## config.mk

```make
export PLATFORM = sky130hd
export DESIGN_NAME = address_range_claim_table_core
export DESIGN_NICKNAME = d
export VERILOG_FILES = /design/src/rtl/arct_pkg.sv /design/src/rtl/arct_table.sv /design/src/rtl/arct_match.sv /design/src/rtl/address_range_claim_table_core.sv
export SDC_FILE = /design/constraint.sdc
export NUM_CORES = 1
export LEC_CHECK = 0
export ABC_CLOCK_PERIOD_IN_PS = 11300
export BUFFER_PORTS_ARGS = -buffer_cell sky130_fd_sc_hd__buf_2
export CORE_MARGIN = 5
export CORE_UTILIZATION = 60
export CTS_BUF_LIST = sky130_fd_sc_hd__clkbuf_2
export DETAILED_ROUTE_END_ITERATION = 8
export HOLD_SLACK_MARGIN = 0.1
export MAX_ROUTING_LAYER = met4
export PLACE_DENSITY = 0.77
export SLEW_MARGIN = 20
export SYNTH_ARGS = -nofsm -noshare
export SYNTH_HDL_FRONTEND = slang
export SYNTH_SLANG_ARGS = --single-unit
```

## constraint.sdc

```tcl
create_clock -name clk_i -period 11.3 [get_ports clk_i]
set_input_delay 2.26 -clock clk_i [delete_from_list [all_inputs] [get_ports clk_i]]
set_output_delay 2.26 -clock clk_i [all_outputs]
set_load 0.02 [all_outputs]
```

## src/rtl/arct_pkg.sv

```systemverilog
// Shared types and codes for the address range claim table.
// No dependencies; used by every module of the block.
`default_nettype none

package arct_pkg;

  localparam int unsigned TableEntriesDefault = 8;
  localparam int unsigned AddrW   = 32;
  localparam int unsigned StatusW = 3;
  localparam int unsigned SlotW   = 6;

  localparam logic CMD_CLAIM   = 1'b0;
  localparam logic CMD_RELEASE = 1'b1;

  localparam logic [StatusW-1:0] ST_OK        = 3'd0;
  localparam logic [StatusW-1:0] ST_ORDER     = 3'd1;
  localparam logic [StatusW-1:0] ST_OVERLAP   = 3'd2;
  localparam logic [StatusW-1:0] ST_FULL      = 3'd3;
  localparam logic [StatusW-1:0] ST_NOT_FOUND = 3'd4;

  // Table update issued by the decision logic for one request.
  typedef struct packed {
    logic             claim;
    logic             release_en;
    logic [SlotW-1:0] slot;
  } upd_t;

  // Lookup results of one request against the table.
  typedef struct packed {
    logic             overlap_any;
    logic             free_hit;
    logic [SlotW-1:0] free_slot;
    logic             exact_hit;
    logic [SlotW-1:0] exact_slot;
  } lkp_t;

endpackage

`default_nettype wire

```

## src/rtl/arct_table.sv

```systemverilog
// Range storage: used marks, start and end address per slot.
// Depends on arct_pkg for widths and the update struct.
`default_nettype none

module arct_table #(
  parameter int unsigned TableEntries = arct_pkg::TableEntriesDefault
) (
  input  wire logic                                     clk_i,
  input  wire logic                                     rst_ni,
  input  wire arct_pkg::upd_t                           upd_i,
  input  wire logic [arct_pkg::AddrW-1:0]               lo_i,
  input  wire logic [arct_pkg::AddrW-1:0]               hi_i,
  output logic      [TableEntries-1:0]                  used_o,
  output logic      [TableEntries-1:0][arct_pkg::AddrW-1:0] start_o,
  output logic      [TableEntries-1:0][arct_pkg::AddrW-1:0] end_o
);

  localparam int unsigned IdxW = (TableEntries > 1) ? $clog2(TableEntries) : 1;

  logic [TableEntries-1:0]                      used_q, used_d;
  logic [TableEntries-1:0][arct_pkg::AddrW-1:0] start_q;
  logic [TableEntries-1:0][arct_pkg::AddrW-1:0] end_q;
  logic [IdxW-1:0]                              idx;

  assign idx = upd_i.slot[IdxW-1:0];

  always_comb begin
    used_d = used_q;
    if (upd_i.claim) begin
      used_d[idx] = 1'b1;
    end else if (upd_i.release_en) begin
      used_d[idx] = 1'b0;
    end
  end

  always_ff @(posedge clk_i or negedge rst_ni) begin
    if (!rst_ni) begin
      used_q <= '0;
    end else begin
      used_q <= used_d;
    end
  end

  // Address words carry no reset; they are read only behind a used mark.
  always_ff @(posedge clk_i) begin
    if (upd_i.claim) begin
      start_q[idx] <= lo_i;
      end_q[idx]   <= hi_i;
    end
  end

  assign used_o  = used_q;
  assign start_o = start_q;
  assign end_o   = end_q;

endmodule

`default_nettype wire

```

## src/rtl/arct_match.sv

```systemverilog
// Parallel compare of one request against every slot, with lowest-slot encoders.
// Depends on arct_pkg for widths and the lookup struct.
`default_nettype none

module arct_match #(
  parameter int unsigned TableEntries = arct_pkg::TableEntriesDefault
) (
  input  wire logic [arct_pkg::AddrW-1:0]                   lo_i,
  input  wire logic [arct_pkg::AddrW-1:0]                   hi_i,
  input  wire logic [TableEntries-1:0]                      used_i,
  input  wire logic [TableEntries-1:0][arct_pkg::AddrW-1:0] start_i,
  input  wire logic [TableEntries-1:0][arct_pkg::AddrW-1:0] end_i,
  output arct_pkg::lkp_t                                    lkp_o
);

  logic [TableEntries-1:0] overlap;
  logic [TableEntries-1:0] exact;

  always_comb begin
    for (int k = 0; k < TableEntries; k++) begin
      // Inclusive ranges meet unless one ends before the other begins.
      overlap[k] = used_i[k] && !((hi_i < start_i[k]) || (end_i[k] < lo_i));
      exact[k]   = used_i[k] && (start_i[k] == lo_i) && (end_i[k] == hi_i);
    end
  end

  always_comb begin
    lkp_o             = '0;
    lkp_o.overlap_any = |overlap;
    lkp_o.free_hit    = ~&used_i;
    lkp_o.exact_hit   = |exact;
    // Walk down so the lowest hit wins.
    for (int k = TableEntries - 1; k >= 0; k--) begin
      if (!used_i[k]) begin
        lkp_o.free_slot = arct_pkg::SlotW'(k);
      end
      if (exact[k]) begin
        lkp_o.exact_slot = arct_pkg::SlotW'(k);
      end
    end
  end

endmodule

`default_nettype wire

```

## src/rtl/address_range_claim_table_core.sv

```systemverilog
// Top level of the address range claim table: request register, decision, result register.
// Depends on arct_pkg, arct_table and arct_match.
//
//   channel   handshake            payload
//   request   start_i / busy_o     command_i, range_start_i, range_end_i
//   result    done_o (strobe)      status_o, slot_o
//
// A request is taken when start_i is high and busy_o low; busy_o stays low, so one
// request per cycle is sustained. Its result strobes on done_o once it has passed the
// request register, where the slot compares act on it, and then the result register.
// The table updates on the same edge that loads the result, so the next request
// already sees it. Reset clears all used marks at once; the receiver cannot stall
// the result.
`default_nettype none

module address_range_claim_table_core #(
  parameter int unsigned TableEntries = arct_pkg::TableEntriesDefault
) (
  input  wire logic                            clk_i,
  input  wire logic                            rst_ni,
  input  wire logic                            start_i,
  output logic                                 busy_o,
  input  wire logic                            command_i,
  input  wire logic [arct_pkg::AddrW-1:0]      range_start_i,
  input  wire logic [arct_pkg::AddrW-1:0]      range_end_i,
  output logic                                 done_o,
  output logic      [arct_pkg::StatusW-1:0]    status_o,
  output logic      [arct_pkg::SlotW-1:0]      slot_o
);

  logic                         req_vld_q;
  logic                         cmd_q;
  logic [arct_pkg::AddrW-1:0]   lo_q, hi_q;

  logic                         done_q;
  logic [arct_pkg::StatusW-1:0] status_q, status_d;
  logic [arct_pkg::SlotW-1:0]   slot_q, slot_d;

  arct_pkg::upd_t upd;
  arct_pkg::lkp_t lkp;

  logic [TableEntries-1:0]                      used;
  logic [TableEntries-1:0][arct_pkg::AddrW-1:0] starts;
  logic [TableEntries-1:0][arct_pkg::AddrW-1:0] ends;

  assign busy_o = 1'b0;

  always_ff @(posedge clk_i or negedge rst_ni) begin
    if (!rst_ni) begin
      req_vld_q <= 1'b0;
    end else begin
      req_vld_q <= start_i && !busy_o;
    end
  end

  always_ff @(posedge clk_i) begin
    if (start_i && !busy_o) begin
      cmd_q <= command_i;
      lo_q  <= range_start_i;
      hi_q  <= range_end_i;
    end
  end

  arct_table #(
    .TableEntries(TableEntries)
  ) u_table (
    .clk_i  (clk_i),
    .rst_ni (rst_ni),
    .upd_i  (upd),
    .lo_i   (lo_q),
    .hi_i   (hi_q),
    .used_o (used),
    .start_o(starts),
    .end_o  (ends)
  );

  arct_match #(
    .TableEntries(TableEntries)
  ) u_match (
    .lo_i   (lo_q),
    .hi_i   (hi_q),
    .used_i (used),
    .start_i(starts),
    .end_i  (ends),
    .lkp_o  (lkp)
  );

  always_comb begin
    upd      = '0;
    status_d = arct_pkg::ST_OK;
    slot_d   = '0;
    if (cmd_q == arct_pkg::CMD_CLAIM) begin
      if (lo_q > hi_q) begin
        status_d = arct_pkg::ST_ORDER;
      end else if (lkp.overlap_any) begin
        status_d = arct_pkg::ST_OVERLAP;
      end else if (!lkp.free_hit) begin
        status_d = arct_pkg::ST_FULL;
      end else begin
        slot_d    = lkp.free_slot;
        upd.claim = req_vld_q;
      end
    end else begin
      if (lkp.exact_hit) begin
        slot_d         = lkp.exact_slot;
        upd.release_en = req_vld_q;
      end else begin
        status_d = arct_pkg::ST_NOT_FOUND;
      end
    end
    upd.slot = slot_d;
  end

  always_ff @(posedge clk_i or negedge rst_ni) begin
    if (!rst_ni) begin
      done_q <= 1'b0;
    end else begin
      done_q <= req_vld_q;
    end
  end

  always_ff @(posedge clk_i) begin
    if (req_vld_q) begin
      status_q <= status_d;
      slot_q   <= slot_d;
    end
  end

  assign done_o   = done_q;
  assign status_o = status_q;
  assign slot_o   = slot_q;

endmodule

`default_nettype wire

```

# After elaboration in Yosys (flattened, before gate mapping)
# Cells that the tools add are included.
[totals]
elab_cells = 147
reg_bits = 596
in_bits = 68
[op_classes]
mux = 40
n_bitwise = 3
reduce_logical = 45
n_lt_le_gt_ge = 19
eq_ne = 16
[ops]
columns = ["operator", "count"]
rows = [
  ["bitwise mux 256 bit", 2],
  ["== test 32 bit", 16],
  ["< comparator 32 bit", 16],
  ["demux 32 bit (select 3 bit)", 1],
  ["2-to-1 mux 3 bit", 18],
  ["> comparator 32 bit", 1],
  ["2-to-1 mux 32 bit", 1],
  ["2-to-1 mux 6 bit", 5],
  ["logical AND 1 bit", 25],
  ["2-to-1 mux 8 bit", 2],
  ["OR reduction 8 bit", 2],
  ["AND 8 bit", 1],
  ["logical NOT 1 bit", 8],
  ["logical OR 1 bit", 8],
  ["NOT 8 bit", 1],
  ["OR 8 bit", 1],
  ["AND reduction 8 bit", 1],
  ["2-to-1 mux 1 bit", 7],
  ["2-to-1 mux 2 bit", 3],
  ["< comparator 3 x 4 -> 1 bit, second input constant", 1],
  ["demux 1 bit (select 3 bit)", 1],
  [">= comparator 3 x 1 -> 1 bit, second input constant", 1],
  ["nonzero test 2 bit", 1],
]

# Depth between registers and ports, before layout
[depth]
depth_word = 21
depth_mapped = 16
mapped_depth_nobuf = 12

# Hierarchy
# Synthesis repeated with hierarchy kept, for this count alone.
[hier_totals]
cells_unflattened = 3138
area_unflattened_um2 = 36869.1
[modules_own_cells]
columns = ["mod", "seq_area_each_um2", "n_inst", "area_per_inst_um2", "cells_per_inst"]
rows = [
  ["arct_match", 0.0, 1, 17704.5, 2372],
  ["arct_table", 15574.9, 1, 15864.0, 557],
  ["address_range_claim_table_core", 2272.2, 1, 3300.7, 209],
]

# Least setup slack after synthesis
# OpenSTA, ideal clock, no wires.
[synth_timing]
kind = "register -> register"
startpoint = "register lo_q[3] in the netlist's numbering"
endpoint = "register u_table.end_q, in the netlist u_table.end_o[160] (enable)"
path_buffers = 1
stages_incl_launch_ff = 13
setup_time_ns = 0.493
path_slack_ns = 4.253
arrival_ns = 6.554
synth_period_minus_slack_ns = 7.047
path_cell_list = "edfxtp_1 -> clkbuf_1 -> inv_1 -> ha_1 -> a2111o_1 -> a221oi_1 -> o211ai_1 -> a221oi_1 -> o22ai_1 -> or4_1 -> nor3b_1 -> nand2_1 -> nor2b_1"
[synth_between]
elab_chain_cells = 8
word_cells_on_any_way = 37
[synth_rtl]
columns = ["element", "line", "text"]
rows = [
  ["from (decl)", "address_range_claim_table_core.sv:33", "logic [arct_pkg::AddrW-1:0] lo_q, hi_q;"],
  ["from (signal assigned)", "address_range_claim_table_core.sv:59", "lo_q <= range_start_i;"],
  ["< comparator 32 bit", "arct_match.sv:22", "overlap[k] = used_i[k] && !((hi_i < start_i[k]) || (end_i[k] < lo_i));"],
  ["logical OR 1 bit", "arct_match.sv:22", ""],
  ["logical NOT 1 bit", "arct_match.sv:22", ""],
  ["logical AND 1 bit", "arct_match.sv:22", ""],
  ["OR reduction 8 bit", "arct_match.sv:29", "lkp_o.overlap_any = |overlap;"],
  ["2-to-1 mux 1 bit", "address_range_claim_table_core.sv:95", "end else if (lkp.overlap_any) begin"],
  ["2-to-1 mux 1 bit *", "address_range_claim_table_core.sv:93", "if (lo_q > hi_q) begin"],
  ["2-to-1 mux 1 bit *", "address_range_claim_table_core.sv:92", "if (cmd_q == arct_pkg::CMD_CLAIM) begin"],
  ["to (signal, indexed assignment)", "arct_table.sv:48", "end_q[idx] <= hi_i;"],
  ["to (decl)", "arct_table.sv:22", "logic [TableEntries-1:0][arct_pkg::AddrW-1:0] end_q;"],
]
# Mark *: on every way between the ends. The rest lies on a longest branch, timed or not.
# A chain may end at the register's enable or synchronous reset.

# Worst setup path in the final report
[layout_timing]
startpoint = "register lo_q[17] in the netlist's numbering"
endpoint = "register u_table.end_q, in the netlist u_table.end_o[186] (enable)"
# Same word-level chain as after synthesis.

==> out/metrics.cfg <==
[outcome]
status=complete, no violations

[synth]
yosysSeqAreaShare=0.455
ys_ff_latch=593
yosysWarnings=0
synth-async-reset-ratio=0.0169
syn_avg_cell_area_um2=11.0
synth_ff_type=edfxtp_1
postSynthCellCount=3537
ys_types=78
syn_area_um2=39000
synth_edf_count=583

[sta]
period_needed_ns=6.65
grt_setup_unrepaired=false
max_slew.worst_pin.slew_ns=1.03
setup-tns-final_ns=0
relSlewSlack=0.292
hold_viol=0
fmax_ghz=0.150
final_max_slew_viol_count=0
finalSetupViolCount=0
finalCritPeriodShare=0.588
setup_ws_ns=4.65
skew_ns=0.133

[power_and_ir_drop]
comb_power_share=0.218
p_leak_nw=17.3
power_density_nw_per_um2=125
p_sw_mw=1.88
swShare=0.355
p_int_mw=3.43
clockPowerShare=0.300
ir_drop_v=0.000110
seqPwrFrac=0.482

[global_routing]
grt_max_degree=67
antenna_found_initial=9
grt_usage=0.448
grt_pass1_wl_um=219000
first_global_vias=31985
grt-ovfl-total=0

[worst_setup_path]
setup.worst_path.start=lo_q[17]
timing.rr.start=lo_q[17]
startpoint_type=register
r2r_cells=14
required_ns=12.35
critPathCaptureType=register
path_max_fanout=64
worst_ep_arrival_time_ns=7.70
crit_type=register to register

[placement]
hpwl_um=110000
post-place-ws_ns=5.00
portBuffers=74
routabilityCongestion=1.10

[clock_network]
numCtsBuffers=158
cts_post_setup_buffers_inserted=0
htree_levels=4
clkTransAtPathRegs_ns=0.11
clk_latency_ns=1.47
postCtsHoldBufs=0
cts_resized=0
clock-sinks=593
cts-root-buf=clkbuf_2
cts_tree=yes
cts_max_path_buffers=3

[floorplanning]
num_rows=93
io_pins=79
die_h_um=265
start_util=0.606
dieArea_um2=70300
core_area_um2=64500
die_w_um=265

[drt]
wl_per_cell_um=32.6
dr.pass1.iters=6
routed.top_layer=met4
drt_iter0_drc=4686
drt-total-wl_um=156000
routed-via-count=32739
viasPerCell=6.83
dr_wl_met3_um=21300
m1WireLength_um=55100
drc=0
routed-wl-met2_um=64700
antenna_left=0

[job]
drv_cap=0

[min_path]
whs_path_depth=0
min-delay-start=hi_q[10]
hp-class=register to register

[final_layout]
drive_gt1_frac=0.111
final_core_util=0.659
layout-area-overhead-vs-synth_pct=8.86
fin_nets=4395
num-fill-cells=5225

[power groups by stage]
stage / registers [mW] / logic, mW / clock network (mW)
6_report: 2.56 / 1.16 / 1.60
4_1_cts: 2.56 / 1.11 / 1.60
3_3_place_gp: 2.60 / 1.09 / 0
5_1_grt: 2.56 / 1.21 / 1.72
2_1_floorplan: 2.63 / 0.587 / 0
3_5_place_dp: 2.61 / 1.10 / 0
[stage by stage]
step | instance area (µm²) | power (mW) | hold slack [ns] | cells
2_1_floorplan | 39100 | 3.22 | 0.527 | 3540
3_3_place_gp | 41000 | 3.69 | 0.620 | 4494
3_5_place_dp | 41000 | 3.71 | 0.634 | 4494
4_1_cts | 42500 | 5.26 | 0.602 | 4779
5_1_grt | 42500 | 5.50 | 0.661 | 4790
6_report | 42500 | 5.31 | 0.615 | 4791
[cell type report]
type | instances | area [µm²] | area share
antenna | 12 | 30.0 | 0.000706
sequential | 593 | 17800 | 0.418
multi-input combinational | 2533 | 19800 | 0.465
clock inverter | 73 | 410 | 0.00965
inverter | 339 | 1270 | 0.0299
clock buffer | 212 | 1060 | 0.0250
tap | 855 | 1070 | 0.0252
timing repair buffer | 174 | 1120 | 0.0264
[placed cells by master, fill, tap and decap left out, types with 53 or more instances in the layout]
master    instances
nand2b_1        201
o21ai_0          92
nor2b_1          53
inv_1           338
a21oi_1         175
xnor2_1         183
ha_1            528
nand4_1         211
xor2_1          200
clkbuf_2        212
nor4_1          127
edfxtp_1        583
nand3_1          78
a21o_1           61
nor2_1           72
nand2_1         167
buf_2            74
buf_4           100
[path summary, 6_finish.rpt]
path	endpoint	slack, ns
setup / recovery	u_table.end_o[186]	4.65
hold / removal	u_table.end_o[170]	0.61
setup reg to reg	u_table.end_o[186]	4.65
hold reg to reg	u_table.end_o[170]	0.61
max in group asynchronous	asynchronous set/reset pin	10.35
min in group asynchronous	asynchronous set/reset pin	0.70
[per-layer routing]
layer  vias to the layer above  GRT usage
li1                      13926          -
met1                     15456      0.543
met2                      2615      0.631
met3                       742      0.134
met4                         0      0.336
met5                         -          -
[sequential cells by signal, summed over array words and instances (netlist names), named ones only]
register / flops
u_table.end_o: 256
u_table.start_o: 256
hi_q: 32
lo_q: 32
slot_o: 3
status_o: 3
cmd_q: 1
done_o: 1
req_vld_q: 1
[cell families (layout without fill, tap and decap cells)]
group                    after synthesis  count (layout)  synth area share
AND/OR/NAND/NOR                     1075            1075             0.158
flip-flops                           593             593             0.455
AO/OA/AOI/OAI                        543             543            0.0915
adder cells (fa/ha/maj)              528             528             0.169
buffers and inverters                414             798            0.0402
XOR/XNOR                             383             383            0.0859
other                                  1              16         0.0000960
[cell usage after synthesis (13+ instances only)]
| library cell | number | share of area |
|---|---|---|
| a2111oi_0 | 18 | 0.0040 |
| a211oi_1 | 21 | 0.0040 |
| a21o_1 | 61 | 0.012 |
| a21oi_1 | 175 | 0.022 |
| a221oi_1 | 17 | 0.0038 |
| and4_1 | 29 | 0.0065 |
| clkbuf_1 | 57 | 0.0055 |
| edfxtp_1 | 583 | 0.45 |
| ha_1 | 528 | 0.17 |
| inv_1 | 338 | 0.032 |
| nand2_1 | 167 | 0.016 |
| nand2b_1 | 201 | 0.032 |
| nand3_1 | 78 | 0.010 |
| nand4_1 | 211 | 0.034 |
| nor2_1 | 76 | 0.0073 |
| nor2b_1 | 56 | 0.0090 |
| nor3_1 | 40 | 0.0051 |
| nor4_1 | 127 | 0.020 |
| nor4b_1 | 15 | 0.0034 |
| o2111ai_1 | 36 | 0.0081 |
| o21a_1 | 13 | 0.0025 |
| o21ai_0 | 92 | 0.012 |
| or3_1 | 13 | 0.0021 |
| or4_1 | 24 | 0.0046 |
| xnor2_1 | 183 | 0.041 |
| xor2_1 | 200 | 0.045 |
[critical path: stages (launching register included)]
cell,delay (ns)
edfxtp_1,0.33
buf_4,0.47
inv_1,0.63
ha_1,0.50
a21oi_1,0.15
o21ai_0,0.13
a221oi_1,0.65
nor2_1,0.09
a221oi_1,0.34
o22ai_1,0.18
or4_1,0.64
nor3b_1,0.65
nand2_1,0.39
nor2b_4,0.30
buf_4,0.72
Note: power is estimated with default switching activity, not from simulation.
